<file path="config.mk">
export PLATFORM = sky130hd
export DESIGN_NAME = rgb_hue_rotator
export DESIGN_NICKNAME = d
export VERILOG_FILES = /design/src/sv/rhr_pkg.sv /design/src/sv/rgb_hue_rotator.sv
export SDC_FILE = /design/constraint.sdc
export NUM_CORES = 1
export LEC_CHECK = 0
export ABC_AREA = 1
export BUFFER_PORTS_ARGS = -buffer_cell sky130_fd_sc_hd__clkbuf_2
export CORE_MARGIN = 3
export CORE_UTILIZATION = 30
export DETAILED_ROUTE_END_ITERATION = 12
export PLACE_DENSITY_LB_ADDON = 0.05
export SYNTH_ARGS = -nofsm -noshare
export SYNTH_HDL_FRONTEND = slang
export SYNTH_SLANG_ARGS = --single-unit
</file>
<file path="constraint.sdc">
create_clock -name clk -period 9.45 [get_ports clk]
set_input_delay 1.89 -clock clk [delete_from_list [all_inputs] [get_ports clk]]
set_output_delay 1.89 -clock clk [all_outputs]
set_load 0.02 [all_outputs]
</file>
<file path="src/sv/rhr_pkg.sv">
// Shared types, widths and a helper function for the RGB hue rotator.
package rhr_pkg;

	localparam int CH_W   = 8;
	localparam int AMT_W  = 16;
	localparam int SPAN_W = 11;
	localparam int SUM_W  = 17;
	localparam int Q_W    = 14;
	localparam int PROD_W = AMT_W + SPAN_W;
	localparam int S3_LO  = 10;
	localparam int S4_LO  = 5;
	localparam int LAT    = 6;
	localparam int IN_W   = 4 * CH_W + AMT_W;
	localparam int OUT_W  = 4 * CH_W;

	typedef enum logic [1:0] {
		CH_R,
		CH_G,
		CH_B
	} chan_t;

	typedef struct packed {
		logic [CH_W-1:0] alpha;
		logic [CH_W-1:0] blue;
		logic [CH_W-1:0] green;
		logic [CH_W-1:0] red;
	} rgba_t;

	typedef struct packed {
		rgba_t             pix;
		logic              grey;
		logic [CH_W-1:0]   hi;
		logic [CH_W-1:0]   lo;
		logic [CH_W-1:0]   d;
		logic [SPAN_W-1:0] span;
	} ctx_t;

	typedef struct packed {
		logic [SPAN_W-1:0] m2;
		logic [SPAN_W-1:0] m3;
		logic [SPAN_W-1:0] m4;
		logic [SPAN_W-1:0] m5;
	} mult_t;

	// one restoring step of rem mod span, at weight 2**k
	function automatic logic [SUM_W-1:0] mod_step(input logic [SUM_W-1:0] rem,
			input logic [SPAN_W-1:0] span, input int k);
		logic [SUM_W+Q_W-1:0] sh;
		logic [SUM_W+Q_W-1:0] r;
		sh = {{(SUM_W + Q_W - SPAN_W){1'b0}}, span} << k;
		r  = {{Q_W{1'b0}}, rem};
		if (r >= sh) begin
			r = r - sh;
		end
		return r[SUM_W-1:0];
	endfunction

endpackage

</file>
<file path="src/sv/rgb_hue_rotator.sv">
// Hue rotator: six-stage pipeline turning one RGBA8 pixel per cycle around its hexcone
// while m_tready does not stall it; each accepted request passes registers s1 to s6.
// Throughput: one pixel per cycle while unstalled; the (pos + steps) mod span remainder
// is a restoring divider spread one bit per step over stages three to five.
// Reset: arst_n clears every valid bit at once; s_tready stays low in reset and until
// rst_done_q is registered high after it. Payload registers are not reset.
module rgb_hue_rotator
	import rhr_pkg::*;
(
	input  logic             clk,
	input  logic             arst_n,
	input  logic             s_tvalid,
	output logic             s_tready,
	input  logic [IN_W-1:0]  s_tdata,   // red, green, blue, alpha, amount
	input  logic             s_tuser,   // kind
	output logic             m_tvalid,
	input  logic             m_tready,
	output logic [OUT_W-1:0] m_tdata    // out_red, out_green, out_blue, out_alpha
);

	logic rst_done_q;
	logic v_s1, v_s2, v_s3, v_s4, v_s5, v_s6;
	logic en_s1, en_s2, en_s3, en_s4, en_s5, en_s6;

	ctx_t              ctx_s1, ctx_s2, ctx_s3, ctx_s4, ctx_s5;
	mult_t             mult_s2, mult_s3, mult_s4, mult_s5;
	logic              kind_s1;
	logic [AMT_W-1:0]  amt_s1;
	logic [SPAN_W-1:0] pos_s1, pos_s2;
	logic [AMT_W-1:0]  steps_s2;
	logic [SUM_W-1:0]  rem_s3, rem_s4, rem_s5;
	rgba_t             out_s6;

	// stage 1 inputs
	logic [CH_W-1:0]   r, g, b, hi, lo, d;
	logic [CH_W-1:0]   rl, gl, bl;
	logic [SPAN_W-1:0] de, span, pos;
	chan_t             hid, lid;
	rgba_t             pix;

	// later stages
	logic [PROD_W-1:0] prod;
	logic [AMT_W-1:0]  steps;
	mult_t             mult;
	logic [SUM_W-1:0]  rem3, rem4, rem5;
	logic [SPAN_W-1:0] p, base;
	logic [CH_W-1:0]   f;
	rgba_t             res;

	assign en_s6    = !v_s6 || m_tready;
	assign en_s5    = !v_s5 || en_s6;
	assign en_s4    = !v_s4 || en_s5;
	assign en_s3    = !v_s3 || en_s4;
	assign en_s2    = !v_s2 || en_s3;
	assign en_s1    = !v_s1 || en_s2;
	assign s_tready = en_s1 && rst_done_q;
	assign m_tvalid = v_s6;
	assign m_tdata  = out_s6;

	// stage 1: extremes, span and position
	always_comb begin
		r   = s_tdata[CH_W-1:0];
		g   = s_tdata[2*CH_W-1:CH_W];
		b   = s_tdata[3*CH_W-1:2*CH_W];
		pix = '{alpha: s_tdata[4*CH_W-1:3*CH_W], blue: b, green: g, red: r};

		priority if (r >= g && r > b) begin
			hi = r; hid = CH_R;
		end else if (g >= b && g > r) begin
			hi = g; hid = CH_G;
		end else if (b >= r && b > g) begin
			hi = b; hid = CH_B;
		end else begin
			hi = r; hid = CH_R;
		end

		priority if (b <= r && b < g) begin
			lo = b; lid = CH_B;
		end else if (r <= g && r < b) begin
			lo = r; lid = CH_R;
		end else if (g <= b && g < r) begin
			lo = g; lid = CH_G;
		end else begin
			lo = r; lid = CH_R;
		end

		d    = hi - lo;
		de   = SPAN_W'(d);
		span = (de << 2) + (de << 1);
		rl   = r - lo;
		gl   = g - lo;
		bl   = b - lo;

		priority if (hid == CH_R && lid == CH_B) begin
			pos = SPAN_W'(gl);
		end else if (hid == CH_G && lid == CH_B) begin
			pos = (de << 1) - SPAN_W'(rl);
		end else if (hid == CH_G && lid == CH_R) begin
			pos = SPAN_W'(bl) + (de << 1);
		end else if (hid == CH_B && lid == CH_R) begin
			pos = (de << 2) - SPAN_W'(gl);
		end else if (hid == CH_B && lid == CH_G) begin
			pos = SPAN_W'(rl) + (de << 2);
		end else begin
			pos = span - SPAN_W'(bl);
		end
	end

	// stage 2: fraction scaling and span multiples
	always_comb begin
		prod    = PROD_W'(amt_s1) * PROD_W'(ctx_s1.span);
		steps   = kind_s1 ? AMT_W'(prod[PROD_W-1:AMT_W]) : amt_s1;
		mult.m2 = SPAN_W'(ctx_s1.d) << 1;
		mult.m4 = SPAN_W'(ctx_s1.d) << 2;
		mult.m3 = mult.m2 + SPAN_W'(ctx_s1.d);
		mult.m5 = mult.m4 + SPAN_W'(ctx_s1.d);
	end

	// stages 3 to 5: (pos + steps) mod span
	always_comb begin
		rem3 = SUM_W'(pos_s2) + SUM_W'(steps_s2);
		for (int k = Q_W - 1; k >= S3_LO; k--) begin
			rem3 = mod_step(rem3, ctx_s2.span, k);
		end
		rem4 = rem_s3;
		for (int k = S3_LO - 1; k >= S4_LO; k--) begin
			rem4 = mod_step(rem4, ctx_s3.span, k);
		end
		rem5 = rem_s4;
		for (int k = S4_LO - 1; k >= 0; k--) begin
			rem5 = mod_step(rem5, ctx_s4.span, k);
		end
	end

	// stage 6: zone and offset back to RGB
	always_comb begin
		p         = rem_s5[SPAN_W-1:0];
		res.alpha = ctx_s5.pix.alpha;
		priority if (p >= mult_s5.m5) begin
			base = mult_s5.m5;
		end else if (p >= mult_s5.m4) begin
			base = mult_s5.m4;
		end else if (p >= mult_s5.m3) begin
			base = mult_s5.m3;
		end else if (p >= mult_s5.m2) begin
			base = mult_s5.m2;
		end else if (p >= SPAN_W'(ctx_s5.d)) begin
			base = SPAN_W'(ctx_s5.d);
		end else begin
			base = '0;
		end
		f = CH_W'(p - base);

		priority if (ctx_s5.grey) begin
			res.red = ctx_s5.pix.red; res.green = ctx_s5.pix.green; res.blue = ctx_s5.pix.blue;
		end else if (p >= mult_s5.m5) begin
			res.red = ctx_s5.hi; res.green = ctx_s5.lo; res.blue = ctx_s5.hi - f;
		end else if (p >= mult_s5.m4) begin
			res.red = ctx_s5.lo + f; res.green = ctx_s5.lo; res.blue = ctx_s5.hi;
		end else if (p >= mult_s5.m3) begin
			res.red = ctx_s5.lo; res.green = ctx_s5.hi - f; res.blue = ctx_s5.hi;
		end else if (p >= mult_s5.m2) begin
			res.red = ctx_s5.lo; res.green = ctx_s5.hi; res.blue = ctx_s5.lo + f;
		end else if (p >= SPAN_W'(ctx_s5.d)) begin
			res.red = ctx_s5.hi - f; res.green = ctx_s5.hi; res.blue = ctx_s5.lo;
		end else begin
			res.red = ctx_s5.hi; res.green = ctx_s5.lo + f; res.blue = ctx_s5.lo;
		end
	end

	always_ff @(posedge clk or negedge arst_n) begin
		if (!arst_n) begin
			rst_done_q <= 1'b0;
			v_s1 <= 1'b0;
			v_s2 <= 1'b0;
			v_s3 <= 1'b0;
			v_s4 <= 1'b0;
			v_s5 <= 1'b0;
			v_s6 <= 1'b0;
		end else begin
			rst_done_q <= 1'b1;
			if (en_s1) v_s1 <= s_tvalid && s_tready;
			if (en_s2) v_s2 <= v_s1;
			if (en_s3) v_s3 <= v_s2;
			if (en_s4) v_s4 <= v_s3;
			if (en_s5) v_s5 <= v_s4;
			if (en_s6) v_s6 <= v_s5;
		end
	end

	always_ff @(posedge clk) begin
		if (s_tvalid && s_tready) begin
			ctx_s1  <= '{pix: pix, grey: (hi <= lo), hi: hi, lo: lo, d: d, span: span};
			kind_s1 <= s_tuser;
			amt_s1  <= s_tdata[IN_W-1:4*CH_W];
			pos_s1  <= pos;
		end
		if (en_s2 && v_s1) begin
			ctx_s2   <= ctx_s1;
			mult_s2  <= mult;
			pos_s2   <= pos_s1;
			steps_s2 <= steps;
		end
		if (en_s3 && v_s2) begin
			ctx_s3  <= ctx_s2;
			mult_s3 <= mult_s2;
			rem_s3  <= rem3;
		end
		if (en_s4 && v_s3) begin
			ctx_s4  <= ctx_s3;
			mult_s4 <= mult_s3;
			rem_s4  <= rem4;
		end
		if (en_s5 && v_s4) begin
			ctx_s5  <= ctx_s4;
			mult_s5 <= mult_s4;
			rem_s5  <= rem5;
		end
		if (en_s6 && v_s5) begin
			out_s6 <= res;
		end
	end

endmodule

</file>
==> results.yml <==
worst_setup_path:
  startpoint_type: "register"
  max_stage_delay_ns: 0.39
  end_kind: "register"
  critPathKind: "reg -> reg"
  cp_common_cell: "a21oi_2"
  r2r-end: "rem_s4[7]$_DFFE_PP_"
  cp-endpoint: "rem_s4[7]$_DFFE_PP_"
  critPathRequiredTime_ns: 9.82
  ff2ff_path_depth: 57
  r2r-start: "rem_s3[10]$_DFFE_PP_"
  rrSetupSlack_ns: 0.54
  slowest_stage: "fa_2"
  crit_arrival_ns: 9.28
  critPathMaxFanout: 6
  critPathLaunch: "rem_s3[10]$_DFFE_PP_"
drt:
  num_vias: 26000
  drc: 0
  viasPerCell: 4.60
  drt-total-wl_microns: 103000
  drt_first_iter_violations: 1468
  post_drt_wl_per_cell_microns: 18.1
  drtAntennaViolNets: 0
  dr.pass1.iters: 5
layout:
  drive_gt1_share_pct: 14.9
  design_area_sq_um: 42900
  fin_nets: 4560
  seqCellArea_sq_um: 15900
  utilization_pct: 35.7
  fill_cells: 12300
  multi_input_area_sq_um: 18600
  syn2layout_area_growth_pct: 18.2
hold_path:
  hold_class: "reg -> reg"
  hp-start: "mult_s3[23]$_DFFE_PP_"
  whs_path_depth: 0
die:
  fp.dieArea_sq_um: 125000
  io_pins: 87
  start_util_pct: 30.2
  dieHeight_microns: 354
  die-width_microns: 354
  core_area_sq_um: 120000
  std_cell_rows: 127
sta:
  setup_ws_ns: 0.535
  fin_skew_ns: 0.0279
  tightest_slew_ns: 0.956
  tns_ns: 0
  timing.final.crit_share_pct: 94.3
  slew_violations: 0
  max_freq_mhz: 112
  slew_headroom_pct: 36.3
  setup_violations: 0
  rsz0062_at_grt: "true"
  period_needed_ns: 8.91
  hold_viol: 0
synthesis:
  synth-seq-cells: 532
  synth-seq-area-share_pct: 43.9
  synthesis.nets: 4292
  synth.avg_cell_area_sq_um: 9.73
  syn_area_sq_um: 36300
  ys.flop_type: "edfxtp_1"
  yosysUniqueCellTypes: 65
  synth-edff-count: 525
  yosysWarnings: 0
  syn-instance-count: 3733
  synthArstFlopShare_pct: 1.32
placed_design:
  placed_area_sq_um: 39700
  gp_congestion: 0.842
  numPortBuffers: 86
  dp_worst_setup_slack_ns: -0.189
  dp_hpwl_microns: 79900
global_routing:
  grt_max_degree: 112
  grt_pass1_vias: 26100
  grt_use_total_pct: 16.2
  antenna_found_initial: 0
  grt_pass1_wl_microns: 157000
  grt_overflow_total: 0
clock_tree:
  clockRootBuffer: "clkbuf_16"
  holdBufCountCts: 0
  clock-sinks: 532
  clk_pin_slew_ns: 0.05
  cts_tree: "built"
  cts_buffer_depth: 3
  cts_max_level: 3
  clock_latency_ns: 0.61
  cts_made_buffers: 68
flow_run:
  cap_viol_max_count: 0
run_status:
  status: "finished, final reports clean"
==> synthesized netlist by cell type (12+ instances only) <==
master	count	share of area [%]
o21ai_1	12	0.17
inv_2	16	0.17
nand4_1	44	0.76
nor3_1	21	0.29
o22ai_1	13	0.22
fa_1	139	7.7
nand2_1	676	7.0
a21oi_1	295	4.1
nor2_1	211	2.2
a21o_1	15	0.31
xor2_1	112	2.7
ha_1	367	13
or2_2	24	0.41
inv_1	579	6.0
clkbuf_1	67	0.69
o21bai_1	30	0.62
xnor2_1	55	1.3
o21ai_0	213	2.9
nand2_2	17	0.29
nand3_1	106	1.5
o211ai_1	27	0.56
edfxtp_1	525	43
a221oi_1	12	0.29
nor4_1	12	0.21
nand3b_1	12	0.25
==> how the worst min path moves through the flow <==
stage,to,slack (ns)
2_1_floorplan,ctx_s2[19]$_DFFE_PP_,0.40
3_3_place_gp,m_tdata[28]$_DFFE_PP_,0.40
3_5_place_dp,ctx_s2[28]$_DFFE_PP_,0.40
4_1_cts,ctx_s5[63]$_DFFE_PP_,0.40
5_1_grt,ctx_s4[32]$_DFFE_PP_,0.41
6_report,mult_s4[23]$_DFFE_PP_,0.40
==> flip-flops by register name, summed over array words and instances (netlist names), 11 cells and up <==
signal    flops
pos_s1       11
mult_s2      26
ctx_s1       66
mult_s4      26
rem_s4       17
m_tdata      32
ctx_s3       58
mult_s3      26
ctx_s5       49
ctx_s4       58
rem_s5       11
ctx_s2       58
pos_s2       11
mult_s5      26
steps_s2     16
rem_s3       17
amt_s1       16
==> logic make-up after synthesis <==
| kind of cell | after synthesis | share of synthesized area (%) |
|---|---|---|
| buf+inv | 675 | 7.02 |
| xor+xnor | 167 | 4.03 |
| flops | 532 | 43.9 |
| other cells | 1 | 0.0103 |
| mux | 5 | 0.148 |
| compound gates | 680 | 10.6 |
| fa+ha+maj | 506 | 20.3 |
| simple gates | 1167 | 14.0 |
==> worst max-delay path: cells and delay by family, from the launching register on <==
family | cells | cell delay, ns
AO/OA/AOI/OAI | 23 | 3.28
AND/OR/NAND/NOR | 20 | 2.25
adder cells (fa/ha/maj) | 6 | 1.69
buffers and inverters | 7 | 0.73
flip-flops | 1 | 0.38
multiplexers | 1 | 0.33
==> cell usage in the layout (no fill, tap or decap), types with 104 or more instances in the layout <==
cell        n
nor2_1    197
xor2_1    111
nand2_1   658
ha_1      348
edfxtp_1  525
inv_1     566
o21ai_0   170
fa_1      131
nand3_1   104
buf_4     179
a21oi_1   274
==> metrics by stage <==
step,hold WS (ns),instances
after detailed placement,0.405,5512
after CTS,0.399,5635
after global placement,0.401,5512
after floorplan,0.400,3733
after global routing,0.406,5665
final,0.399,5666
==> layer usage <==
metal  wire length, microns  part of all wire (%)  up-vias  GRT usage [%]
li1                       -                     -    13200              -
met1                  53200                    52    12300           24.4
met2                  44900                    44      372           25.0
met3                   2830                   2.8      109           1.78
met4                   1810                   1.8        0           3.45
met5                      0                     0        -              0
==> layout make-up <==
| cell class | count | share of cell area (%) |
|---|---|---|
| multi-input cells | 2528 | 43.2 |
| flip-flops and latches | 532 | 37.1 |
| inverters | 599 | 5.26 |
| well taps | 1612 | 4.70 |
| repair buffers | 272 | 4.35 |
| clock buffers | 83 | 4.14 |
| clock inverters | 39 | 1.19 |
| diodes | 1 | 0.00583 |
==> repair_timing <==
| item | 4_1_cts | 5_1_grt |
|---|---|---|
| gates cloned | 1 | 3 |
| setup buffers | 0 | 27 |
| resized for setup | 15 | 184 |
| pin swaps | 2 | 71 |
| endpoints found under the setup margin | 16 | 27 |
Power is not shown: default switching activity piles up to over one toggle a cycle in this logic, so the estimate is an artifact.
